$ cat src/rtl/core/pbrle_pkg.sv
// Shared constants and the byte-chunk type of the run-length encoder.
`default_nettype none

package pbrle_pkg;

   localparam int MAX_SEGMENT_DEF = 127;
   localparam int WORD_BYTES      = 4;
   localparam int BYTE_W          = 8;

   localparam logic [BYTE_W-1:0] LITERAL_BASE = 8'd128;

   typedef logic [BYTE_W-1:0] byte_type;

   typedef struct packed {
      logic [WORD_BYTES-1:0][BYTE_W-1:0] data;
      logic [2:0]                        count;
      logic                              last;
      logic                              done;
   } chunk_type;

endpackage

`default_nettype wire

$ cat src/rtl/core/pbrle_store.sv
// Literal byte store: one byte written per cycle, one four-byte row read per cycle.
`default_nettype none

module pbrle_store #(
   parameter int MAX_SEGMENT = pbrle_pkg::MAX_SEGMENT_DEF,
   localparam int ROWS  = (MAX_SEGMENT + 3) / 4,
   localparam int ROW_W = (ROWS > 1) ? $clog2(ROWS) : 1
) (
   input  wire logic                  clock,
   input  wire logic                  wr_en,
   input  wire logic [ROW_W-1:0]      wr_row,
   input  wire logic [1:0]            wr_lane,
   input  wire pbrle_pkg::byte_type   wr_byte,
   input  wire logic                  rd_en,
   input  wire logic [ROW_W-1:0]      rd_row,
   output logic [3:0][7:0]            rd_data
);
   import pbrle_pkg::*;

   logic [3:0][7:0] mem_ff [ROWS];
   logic [3:0][7:0] rd_data_ff;

   always_ff @(posedge clock) begin
      if (wr_en) begin
         mem_ff[wr_row][wr_lane] <= wr_byte;
      end
   end

   always_ff @(posedge clock) begin
      if (rd_en) begin
         rd_data_ff <= mem_ff[rd_row];
      end
   end

   assign rd_data = rd_data_ff;

endmodule

`default_nettype wire

$ cat src/rtl/core/pbrle_ctrl.sv
// Encoder control: run and literal state, segment planning and store readout.
`default_nettype none

module pbrle_ctrl #(
   parameter int MAX_SEGMENT = pbrle_pkg::MAX_SEGMENT_DEF,
   localparam int ROWS  = (MAX_SEGMENT + 3) / 4,
   localparam int ROW_W = (ROWS > 1) ? $clog2(ROWS) : 1,
   localparam int CNT_W = ($clog2(MAX_SEGMENT + 1) > 3) ? $clog2(MAX_SEGMENT + 1) : 3
) (
   input  wire logic                  clock,
   input  wire logic                  reset,
   input  wire logic                  req_valid,
   output logic                       req_ready,
   input  wire pbrle_pkg::byte_type   req_data_byte,
   input  wire logic                  req_end_of_stream,
   output logic                       wr_en,
   output logic [ROW_W-1:0]           wr_row,
   output logic [1:0]                 wr_lane,
   output pbrle_pkg::byte_type        wr_byte,
   output logic                       rd_en,
   output logic [ROW_W-1:0]           rd_row,
   input  wire logic [3:0][7:0]       rd_data,
   output logic                       chunk_valid,
   input  wire logic                  chunk_ready,
   output pbrle_pkg::chunk_type       chunk
);
   import pbrle_pkg::*;

   typedef enum logic [4:0] {
      S_IDLE  = 5'b00001,
      S_RUN_A = 5'b00010,
      S_HDR   = 5'b00100,
      S_DATA  = 5'b01000,
      S_RUN_B = 5'b10000
   } state_type;

   state_type        state_ff, state_in;
   logic [CNT_W-1:0] lit_cnt_ff, lit_cnt_in;
   logic             in_run_ff, in_run_in;
   logic [CNT_W-1:0] run_len_ff, run_len_in;
   byte_type         run_val_ff, run_val_in;
   byte_type         hist1_ff, hist1_in, hist2_ff, hist2_in;
   logic [CNT_W-1:0] rlen_ff, rlen_in;
   byte_type         rval_ff, rval_in;
   logic [CNT_W-1:0] lit_n_ff, lit_n_in;
   logic             post_ff, post_in;
   logic             eos_ff, eos_in;
   logic [CNT_W-1:0] left_ff, left_in;
   logic [CNT_W-1:0] iss_left_ff, iss_left_in;
   logic [ROW_W-1:0] rd_row_ff, rd_row_in;
   logic             dv_ff, dv_in;

   logic             req_fire, chunk_fire, data_take;
   logic [CNT_W-1:0] c_cnt, inc, wr_idx, iss_step;
   logic [2:0]       dcnt;
   logic             triple, match;
   logic             pre;

   assign req_ready  = (state_ff == S_IDLE);
   assign req_fire   = req_valid && req_ready;
   assign chunk_fire = chunk_valid && chunk_ready;
   assign data_take  = chunk_fire && (state_ff == S_DATA);
   assign dcnt       = (left_ff >= CNT_W'(4)) ? 3'd4 : 3'(left_ff);
   assign iss_step   = (iss_left_ff >= CNT_W'(4)) ? CNT_W'(4) : iss_left_ff;

   assign rd_en  = (state_ff != S_IDLE) && (iss_left_ff != '0) && (!dv_ff || data_take);
   assign rd_row = rd_row_ff;

   always_comb begin
      chunk_valid = 1'b0;
      chunk.data  = '0;
      chunk.count = 3'd0;
      chunk.last  = 1'b0;
      unique case (state_ff)
         S_RUN_A, S_RUN_B: begin
            chunk_valid   = 1'b1;
            chunk.data[0] = 8'(rlen_ff);
            chunk.data[1] = rval_ff;
            chunk.count   = 3'd2;
            chunk.last    = (state_ff == S_RUN_B) || (lit_n_ff == '0);
         end
         S_HDR: begin
            chunk_valid   = 1'b1;
            chunk.data[0] = 8'(lit_n_ff) + LITERAL_BASE;
            chunk.count   = 3'd1;
         end
         S_DATA: begin
            chunk_valid = dv_ff;
            chunk.data  = rd_data;
            chunk.count = dcnt;
            chunk.last  = (left_ff <= CNT_W'(4)) && !post_ff;
         end
         default: begin
            chunk_valid = 1'b0;
         end
      endcase
      chunk.done = eos_ff && chunk.last;
   end

   always_comb begin
      state_in    = state_ff;
      lit_cnt_in  = lit_cnt_ff;
      in_run_in   = in_run_ff;
      run_len_in  = run_len_ff;
      run_val_in  = run_val_ff;
      hist1_in    = hist1_ff;
      hist2_in    = hist2_ff;
      rlen_in     = rlen_ff;
      rval_in     = rval_ff;
      lit_n_in    = lit_n_ff;
      post_in     = post_ff;
      eos_in      = eos_ff;
      left_in     = left_ff;
      iss_left_in = iss_left_ff;
      rd_row_in   = rd_row_ff;
      wr_en       = 1'b0;
      wr_idx      = '0;
      pre         = 1'b0;
      c_cnt       = lit_cnt_ff + CNT_W'(1);
      inc         = run_len_ff + CNT_W'(1);
      match       = (req_data_byte == run_val_ff);
      triple      = (lit_cnt_ff >= CNT_W'(2)) && (req_data_byte == hist1_ff) &&
                    (req_data_byte == hist2_ff);

      if (req_fire) begin
         lit_n_in = '0;
         post_in  = 1'b0;
         eos_in   = req_end_of_stream;
         rlen_in  = run_len_ff;
         rval_in  = run_val_ff;
         if (in_run_ff) begin
            if (match) begin
               if ((inc >= CNT_W'(MAX_SEGMENT)) || req_end_of_stream) begin
                  pre        = 1'b1;
                  rlen_in    = inc;
                  in_run_in  = 1'b0;
                  run_len_in = '0;
               end else begin
                  run_len_in = inc;
               end
            end else begin
               pre        = 1'b1;
               in_run_in  = 1'b0;
               run_len_in = '0;
               wr_en      = 1'b1;
               wr_idx     = '0;
               hist2_in   = hist1_ff;
               hist1_in   = req_data_byte;
               lit_cnt_in = CNT_W'(1);
               if (req_end_of_stream) begin
                  lit_n_in = CNT_W'(1);
               end
            end
         end else begin
            wr_en    = 1'b1;
            wr_idx   = lit_cnt_ff;
            hist2_in = hist1_ff;
            hist1_in = req_data_byte;
            if (triple) begin
               lit_n_in   = lit_cnt_ff - CNT_W'(2);
               lit_cnt_in = '0;
               in_run_in  = 1'b1;
               run_len_in = CNT_W'(3);
               run_val_in = req_data_byte;
               if ((MAX_SEGMENT <= 3) || req_end_of_stream) begin
                  post_in    = 1'b1;
                  rlen_in    = CNT_W'(3);
                  rval_in    = req_data_byte;
                  in_run_in  = 1'b0;
                  run_len_in = '0;
               end
            end else if (c_cnt >= CNT_W'(MAX_SEGMENT)) begin
               lit_n_in   = c_cnt;
               lit_cnt_in = '0;
            end else begin
               lit_cnt_in = c_cnt;
               if (req_end_of_stream) begin
                  lit_n_in = c_cnt;
               end
            end
         end
         if (req_end_of_stream) begin
            lit_cnt_in = '0;
            in_run_in  = 1'b0;
            run_len_in = '0;
            run_val_in = '0;
         end
         left_in     = lit_n_in;
         iss_left_in = lit_n_in;
         rd_row_in   = '0;
         if (pre) begin
            state_in = S_RUN_A;
         end else if (lit_n_in != '0) begin
            state_in = S_HDR;
         end else if (post_in) begin
            state_in = S_RUN_B;
         end else begin
            state_in = S_IDLE;
         end
      end else if (chunk_fire) begin
         unique case (state_ff)
            S_RUN_A: state_in = (lit_n_ff != '0) ? S_HDR : S_IDLE;
            S_HDR:   state_in = S_DATA;
            S_DATA: begin
               left_in = left_ff - CNT_W'(dcnt);
               if (left_ff <= CNT_W'(4)) begin
                  state_in = post_ff ? S_RUN_B : S_IDLE;
               end
            end
            S_RUN_B: state_in = S_IDLE;
            default: state_in = S_IDLE;
         endcase
      end

      if (rd_en) begin
         iss_left_in = iss_left_ff - iss_step;
         rd_row_in   = rd_row_ff + ROW_W'(1);
      end
      dv_in = rd_en ? 1'b1 : (data_take ? 1'b0 : dv_ff);
   end

   assign wr_row  = ROW_W'(wr_idx >> 2);
   assign wr_lane = wr_idx[1:0];
   assign wr_byte = req_data_byte;

   always_ff @(posedge clock) begin
      if (reset) begin
         state_ff    <= S_IDLE;
         lit_cnt_ff  <= '0;
         in_run_ff   <= 1'b0;
         run_len_ff  <= '0;
         run_val_ff  <= '0;
         lit_n_ff    <= '0;
         post_ff     <= 1'b0;
         eos_ff      <= 1'b0;
         left_ff     <= '0;
         iss_left_ff <= '0;
         rd_row_ff   <= '0;
         dv_ff       <= 1'b0;
      end else begin
         state_ff    <= state_in;
         lit_cnt_ff  <= lit_cnt_in;
         in_run_ff   <= in_run_in;
         run_len_ff  <= run_len_in;
         run_val_ff  <= run_val_in;
         lit_n_ff    <= lit_n_in;
         post_ff     <= post_in;
         eos_ff      <= eos_in;
         left_ff     <= left_in;
         iss_left_ff <= iss_left_in;
         rd_row_ff   <= rd_row_in;
         dv_ff       <= dv_in;
      end
   end

   always_ff @(posedge clock) begin
      hist1_ff <= hist1_in;
      hist2_ff <= hist2_in;
      rlen_ff  <= rlen_in;
      rval_ff  <= rval_in;
   end

   a_no_rw_overlap: assert property (@(posedge clock) disable iff (reset)
      !(wr_en && rd_en))
      else $error("Store written and read in the same cycle.");

   a_lit_cnt_range: assert property (@(posedge clock) disable iff (reset)
      lit_cnt_ff < CNT_W'(MAX_SEGMENT))
      else $error("Literal count reached the segment limit.");

   a_run_len_range: assert property (@(posedge clock) disable iff (reset)
      in_run_ff |-> (run_len_ff >= CNT_W'(3)) && (run_len_ff < CNT_W'(MAX_SEGMENT)))
      else $error("Open run has an impossible length.");

   a_no_data_idle: assert property (@(posedge clock) disable iff (reset)
      (state_ff == S_IDLE) |-> !dv_ff && (iss_left_ff == '0))
      else $error("Store readout left pending at idle.");

endmodule

`default_nettype wire

$ cat src/rtl/core/pbrle_pack.sv
// Byte packer: gathers code bytes into words and holds the result register.
`default_nettype none

module pbrle_pack (
   input  wire logic                  clock,
   input  wire logic                  reset,
   input  wire logic                  chunk_valid,
   output logic                       chunk_ready,
   input  wire pbrle_pkg::chunk_type  chunk,
   output logic                       rsp_valid,
   input  wire logic                  rsp_ready,
   output logic [31:0]                rsp_code_word,
   output logic [2:0]                 rsp_byte_count,
   output logic                       rsp_burst_last,
   output logic                       rsp_stream_done
);
   import pbrle_pkg::*;

   logic [6:0][7:0] hold_ff, hold_in, shifted;
   logic [2:0]      cnt_ff, cnt_in;
   logic            fin_ff, fin_in;
   logic            done_ff, done_in;
   logic            out_valid_ff;
   logic [3:0][7:0] word_ff, word_in;
   logic [2:0]      count_ff;
   logic            last_ff, sdone_ff;

   logic            out_free, emit, take, emit_last;
   logic [2:0]      ecnt, rem, idx;

   always_comb begin
      out_free  = !out_valid_ff || rsp_ready;
      ecnt      = (cnt_ff >= 3'd4) ? 3'd4 : cnt_ff;
      emit      = out_free && ((cnt_ff >= 3'd4) || (fin_ff && (cnt_ff != 3'd0)));
      rem       = emit ? (cnt_ff - ecnt) : cnt_ff;
      emit_last = emit && fin_ff && (rem == 3'd0);
      chunk_ready = (rem <= 3'd3) && (!fin_ff || emit_last);
      take      = chunk_valid && chunk_ready;
      shifted   = emit ? (hold_ff >> {ecnt, 3'b000}) : hold_ff;
      for (int i = 0; i < 7; i++) begin
         idx = 3'(i) - rem;
         if (3'(i) < rem) begin
            hold_in[i] = shifted[i];
         end else if (take && (idx < chunk.count)) begin
            hold_in[i] = chunk.data[idx[1:0]];
         end else begin
            hold_in[i] = 8'h00;
         end
      end
      for (int j = 0; j < 4; j++) begin
         word_in[j] = (3'(j) < ecnt) ? hold_ff[j] : 8'h00;
      end
      cnt_in  = rem + (take ? chunk.count : 3'd0);
      fin_in  = take ? chunk.last : (emit_last ? 1'b0 : fin_ff);
      done_in = take ? chunk.done : done_ff;
   end

   always_ff @(posedge clock) begin
      if (reset) begin
         cnt_ff       <= 3'd0;
         fin_ff       <= 1'b0;
         done_ff      <= 1'b0;
         out_valid_ff <= 1'b0;
      end else begin
         cnt_ff  <= cnt_in;
         fin_ff  <= fin_in;
         done_ff <= done_in;
         if (emit) begin
            out_valid_ff <= 1'b1;
         end else if (rsp_ready) begin
            out_valid_ff <= 1'b0;
         end
      end
   end

   always_ff @(posedge clock) begin
      hold_ff <= hold_in;
      if (emit) begin
         word_ff  <= word_in;
         count_ff <= ecnt;
         last_ff  <= emit_last;
         sdone_ff <= emit_last && done_ff;
      end
   end

   assign rsp_valid       = out_valid_ff;
   assign rsp_code_word   = word_ff;
   assign rsp_byte_count  = count_ff;
   assign rsp_burst_last  = last_ff;
   assign rsp_stream_done = sdone_ff;

   a_done_is_last: assert property (@(posedge clock) disable iff (reset)
      (rsp_valid && rsp_stream_done) |-> rsp_burst_last)
      else $error("Stream end flagged on a word that does not end its burst.");

   a_count_range: assert property (@(posedge clock) disable iff (reset)
      rsp_valid |-> (rsp_byte_count != 3'd0) && (rsp_byte_count <= 3'd4))
      else $error("Result word carries an impossible byte count.");

   a_full_inner: assert property (@(posedge clock) disable iff (reset)
      (rsp_valid && !rsp_burst_last) |-> (rsp_byte_count == 3'd4))
      else $error("Word inside a burst is not full.");

   a_fin_blocks: assert property (@(posedge clock) disable iff (reset)
      (fin_ff && (cnt_ff > 3'd4)) |-> !chunk_ready)
      else $error("New burst accepted before the previous one drained.");

endmodule

`default_nettype wire

$ cat src/rtl/core/packbits_rle_encoder.sv
// Top level of the run-length encoder with 32-bit packed output words.
//
// Usage: each input word on req_ carries one raw byte and an end-of-stream flag.
// Every code byte it causes leaves on rsp_ packed four to a word, first byte in
// bits 7..0, with rsp_byte_count valid bytes; rsp_burst_last marks the last word
// of an input and rsp_stream_done the last word of a stream.
// Flow: a byte that causes no code leaves req_ready high. A run leaves as
// one two-byte code, length then value. A literal of n bytes leaves as a
// header byte and then its bytes, read row by row through the four-byte row
// read port of the literal store; a new byte is accepted once the control has
// handed every code byte of the previous one to the packer. The packer holds
// the bytes in a register and registers each result word from it.
// Reset clears the run and literal state and the output valid flag; the store
// itself needs no clearing. When the receiver stalls, the packer keeps up to
// seven bytes and the result register, then back-pressures the control, which
// holds its readout and finally req_ready.
`default_nettype none

module packbits_rle_encoder #(
   parameter int MAX_SEGMENT = pbrle_pkg::MAX_SEGMENT_DEF
) (
   input  wire logic        clock,
   input  wire logic        reset,
   input  wire logic        req_valid,
   output logic             req_ready,
   input  wire logic [7:0]  req_data_byte,
   input  wire logic        req_end_of_stream,
   output logic             rsp_valid,
   input  wire logic        rsp_ready,
   output logic [31:0]      rsp_code_word,
   output logic [2:0]       rsp_byte_count,
   output logic             rsp_burst_last,
   output logic             rsp_stream_done
);
   import pbrle_pkg::*;

   localparam int ROWS  = (MAX_SEGMENT + 3) / 4;
   localparam int ROW_W = (ROWS > 1) ? $clog2(ROWS) : 1;

   logic             wr_en, rd_en;
   logic [ROW_W-1:0] wr_row, rd_row;
   logic [1:0]       wr_lane;
   byte_type         wr_byte;
   logic [3:0][7:0]  rd_data;
   logic             chunk_valid, chunk_ready;
   chunk_type        chunk;

   pbrle_store #(.MAX_SEGMENT(MAX_SEGMENT)) u_store (
      .clock   (clock),
      .wr_en   (wr_en),
      .wr_row  (wr_row),
      .wr_lane (wr_lane),
      .wr_byte (wr_byte),
      .rd_en   (rd_en),
      .rd_row  (rd_row),
      .rd_data (rd_data)
   );

   pbrle_ctrl #(.MAX_SEGMENT(MAX_SEGMENT)) u_ctrl (
      .clock             (clock),
      .reset             (reset),
      .req_valid         (req_valid),
      .req_ready         (req_ready),
      .req_data_byte     (req_data_byte),
      .req_end_of_stream (req_end_of_stream),
      .wr_en             (wr_en),
      .wr_row            (wr_row),
      .wr_lane           (wr_lane),
      .wr_byte           (wr_byte),
      .rd_en             (rd_en),
      .rd_row            (rd_row),
      .rd_data           (rd_data),
      .chunk_valid       (chunk_valid),
      .chunk_ready       (chunk_ready),
      .chunk             (chunk)
   );

   pbrle_pack u_pack (
      .clock           (clock),
      .reset           (reset),
      .chunk_valid     (chunk_valid),
      .chunk_ready     (chunk_ready),
      .chunk           (chunk),
      .rsp_valid       (rsp_valid),
      .rsp_ready       (rsp_ready),
      .rsp_code_word   (rsp_code_word),
      .rsp_byte_count  (rsp_byte_count),
      .rsp_burst_last  (rsp_burst_last),
      .rsp_stream_done (rsp_stream_done)
   );

endmodule

`default_nettype wire
$ cat config.mk
export PLATFORM = sky130hd
export DESIGN_NAME = packbits_rle_encoder
export DESIGN_NICKNAME = d
export VERILOG_FILES = /design/src/rtl/core/pbrle_pkg.sv /design/src/rtl/core/pbrle_store.sv /design/src/rtl/core/pbrle_ctrl.sv /design/src/rtl/core/pbrle_pack.sv /design/src/rtl/core/packbits_rle_encoder.sv
export SDC_FILE = /design/constraint.sdc
export NUM_CORES = 2
export LEC_CHECK = 0
export CORE_ASPECT_RATIO = 0.7
export CORE_MARGIN = 8
export CORE_UTILIZATION = 39
export DETAILED_ROUTE_END_ITERATION = 10
export DONT_BUFFER_PORTS = 1
export GPL_ROUTABILITY_DRIVEN = 0
export PLACE_DENSITY = 0.54
export SKIP_CTS_REPAIR_TIMING = 1
export SLEW_MARGIN = 20
export SYNTH_ARGS = -nofsm -noshare
export SYNTH_HDL_FRONTEND = slang
export SYNTH_HIERARCHICAL = 1
export SYNTH_SLANG_ARGS = --single-unit
$ cat constraint.sdc
create_clock -name clock -period 5.46 [get_ports clock]
set_clock_uncertainty 0.05 [all_clocks]
set_input_delay 1.638 -clock clock [delete_from_list [all_inputs] [get_ports clock]]
set_output_delay 1.638 -clock clock [all_outputs]
set_load 0.005 [all_outputs]
==> impl_metrics.tcl <==
set metrics [dict create \
    worstSetupEndpointType "flip-flop" \
    critPathArrivalTime_ns 4.91 \
    clockRootBuffer "clkbuf_16" \
    vias 30772 \
    holdCritPathClass "reg -> reg" \
    grt_pass1_vias 29014 \
    synth_seq_cells 1243 \
    rows 113 \
    drv_slew 0 \
    critPathLaunch "rsp_ready" \
    cp_top_family "simple AND/OR/NAND/NOR gates" \
    fin_crit_sh 0.7876 \
    synth_top_area_share 0.6678 \
    postSynth.asyncResetShare 0 \
    run_status "completed" \
    worst-slew-pin-transition_ns 1.130 \
    die-width_um 456.9 \
    routed_wire_length_per_instance_um 25.87 \
    crit_path_top_delay_cell "nor2_1" \
    slowest_delay_ns 0.42 \
    grt_pass1_wl_um 206400 \
    tritoncts "built" \
    setup_ws_ns 1.160 \
    crit_path_max_fanout 12 \
    detailedPlacementHpwl_um 88270 \
    cts.sink_count 1243 \
    fp.dieH_um 324.6 \
    place_ws_ns 0.4200 \
    buffering_stage_count_on_the_worst_path_with_inverters_included 3 \
    viasPerCell 5.611 \
    setup_repair_after_global_routing_missed_its_margin "no" \
    maxSlewHeadroom 0.2437 \
    placeableCoreArea_um2 135300 \
    worst_skew_pair.late_latency_ns 0.75 \
    dieArea_um2 148300 \
    commonest_non_fill_non_tap_cell_in_the_layout "edfxtp_1" \
    path_class "in -> reg" \
    yosysWarningCount 6 \
    gr-total-overflow 0 \
    yosys-top-cells-area "edfxtp_1 67%, mux2i_1 11%, dfxtp_1 2.4%" \
    overall_fraction_of_global_route_tracks_in_use 0.1839 \
    pwr_density_cell_nw_per_um2 397.9 \
    final_layout_size_suffix_gt1_frac 0.1068 \
    ctsLongestPathBuffers 3 \
    grt_start_max_net_pins 135 \
    syn-instance-count 3564 \
    irDropWorstVdd_mv 0.3286 \
    worstRegToRegCells 7 \
    num-nets-final 3648 \
    slack_of_the_worst_reg_to_reg_path_ns 1.54 \
    layout_common_cells "1180 x edfxtp_1, 600 x mux2i_1, 214 x nand2_1, 199 x nor2_1, 146 x a21oi_1" \
    drt_iter0_drc 3221 \
    initial_antenna_violation_count 3 \
    wirelength_um 141900 \
    syn-mean-instance-area_um2 14.89 \
    drt.antenna.violating_nets 0 \
    final_hold_viol_count 0 \
    setup_viol_count_final 0 \
    netlist_area_um2 53060 \
    cts_buffers 117 \
    synth.lib_cells_used.distinct 87 \
    area_growth_pct 11.61 \
    synth_edf_count 1180 \
    path_clk_slew_ns 0.06 \
    drc_errors 0 \
    timing.critical_path.required_ns 6.07 \
    max_clock_freq_ghz 0.2325 \
    initial_core_util 0.3922 \
    finalWorstPathRequiredPeriod_ns 4.300 \
    timing.critical_path.depth 15 \
    setup_total_negative_slack_ns 0 \
    place.port_buffers 0 \
    ctsHtreeMaxLevel 3 \
    timing.critical_path.cells "and2b_1, nand2_1, a21oi_1, inv_1, ha_1, o2111ai_1, o21ai_0, nand4_1, buf_4, nand2_1, nand2b_1, clkinv_1, nor2_1, a21oi_1, a211oi_1" \
    drt_pass1_iterations 6 \
    synth_top_flop_cell "edfxtp_1" \
    timing.max_cap.violations 0 \
    netlist.top_cell.by_area "edfxtp_1" \
    start_kind "primary input" \
    ys_seq_area_frac 0.6915 \
    worstReg2RegEnd "u_store/mem_ff[22][19]" \
    power_leakage_nw 18.63 \
    worst_setup_path_endpoint "u_ctrl/rd_row[4]" \
    floorplan.io_pins 52 \
    worst_r2r_startpoint "u_ctrl/in_run_ff" \
]
## worst min-delay path by stage
| stage | start | end | slack, ns | cells past startpoint |
|---|---|---|---|---|
| global placement | u_ctrl/eos_ff | u_ctrl/eos_ff | 0.39 | 2 |
| CTS | u_ctrl/hist1_ff[7] | u_ctrl/hist2_ff[7] | 0.41 | 0 |
| global route | u_ctrl/hist1_ff[2] | u_ctrl/hist2_ff[2] | 0.44 | 0 |
| finish | u_ctrl/eos_ff | u_ctrl/eos_ff | 0.41 | 2 |
| floorplan | u_ctrl/eos_ff | u_ctrl/eos_ff | 0.38 | 2 |
| detailed placement | u_ctrl/eos_ff | u_ctrl/eos_ff | 0.40 | 2 |
## cell type report
cell class,instances,area (µm²)
Sequential cell,1243,36700
Multi-Input combinational cell,2057,15050
Timing Repair Buffer,138,1174
Clock buffer,142,3043
Tap cell,1782,2230
Inverter,44,165.2
Clock inverter,76,859.6
Antenna cell,2,5.005
Fill cell,11884,76080
## metrics by stage
stage	instance area (µm²)	hold WS (ns)	instances	total power, mW	util
2_1_floorplan	53070	0.3817	3565	14.38	-
3_3_place_gp	55310	0.3903	5264	15.43	0.4088
3_5_place_dp	55310	0.3973	5264	15.44	0.4088
4_1_cts	59210	0.4056	5482	23.78	0.4376
5_1_grt	59220	0.4412	5483	24.42	0.4377
6_report	59230	0.4084	5484	23.57	0.4377
## cell usage after synthesis (all sizes together) (9+ instances only)
cell / instances
a211oi: 20
a21oi: 146
a22o: 105
a22oi: 107
a31oi: 46
and2: 34
and3: 11
buf: 113
clkbuf: 108
dfxtp: 63
edfxtp: 1180
ha: 33
inv: 44
mux2: 38
mux2i: 600
nand2: 215
nand2b: 13
nand3: 130
nor2: 202
nor2b: 45
nor3: 62
nor4: 9
o21ai: 54
o22ai: 18
xnor2: 14
xor2: 11
## metal layers
metal  global-route usage  vias to the layer above  part of all wire
met5                    0                        -                 0
met4              0.03800                        0             0.017
met3              0.05257                      149             0.084
met2               0.2459                     1060              0.40
met1               0.2925                    15695              0.50
li1                     -                    13868                 -
## cells by family after synthesis
family | count (synthesis) | synth area share
multiplexers | 644 | 0.1238
XOR/XNOR | 25 | 0.004126
AND/OR/NAND/NOR | 766 | 0.06779
adder cells (fa/ha/maj) | 34 | 0.008159
buffers and inverters | 265 | 0.02575
AO/OA/AOI/OAI | 584 | 0.07864
other | 3 | 0.0002122
flip-flops | 1243 | 0.6915
## power breakdown
part | total (mW) | internal (mW) | leakage [nW] | switching, mW
registers | 11.0 | 10.8 | 11.4 | 0.255
logic | 4.21 | 1.69 | 5.39 | 2.51
clock network | 8.33 | 4.66 | 1.89 | 3.67
total | 23.6 | 17.1 | 18.6 | 6.44
## flip-flops by register name, summed over array words and instances, names as in the netlist, 3 cells and up
register	count
u_store/mem_ff	1024
u_pack/hold_ff	56
u_pack/rsp_code_word	32
u_store/rd_data	32
u_ctrl/hist1_ff	8
u_ctrl/hist2_ff	8
u_ctrl/run_val_ff	8
u_ctrl/rval_ff	8
u_ctrl/iss_left_ff	7
u_ctrl/left_ff	7
u_ctrl/lit_cnt_ff	7
u_ctrl/lit_n_ff	7
u_ctrl/rlen_ff	7
u_ctrl/run_len_ff	7
u_ctrl/rd_row	5
u_ctrl/state_ff	5
u_pack/cnt_ff	3
u_pack/rsp_byte_count	3
## worst register-to-register path, cell delays in order (launching register included)
cell	delay, ns
dfxtp_1	0.83
inv_1	0.39
nor3_1	0.86
nor2_2	0.06
buf_4	0.25
nand3b_1	0.14
buf_4	0.48
nor2_1	0.47
Power figures use the tool's default switching activity.
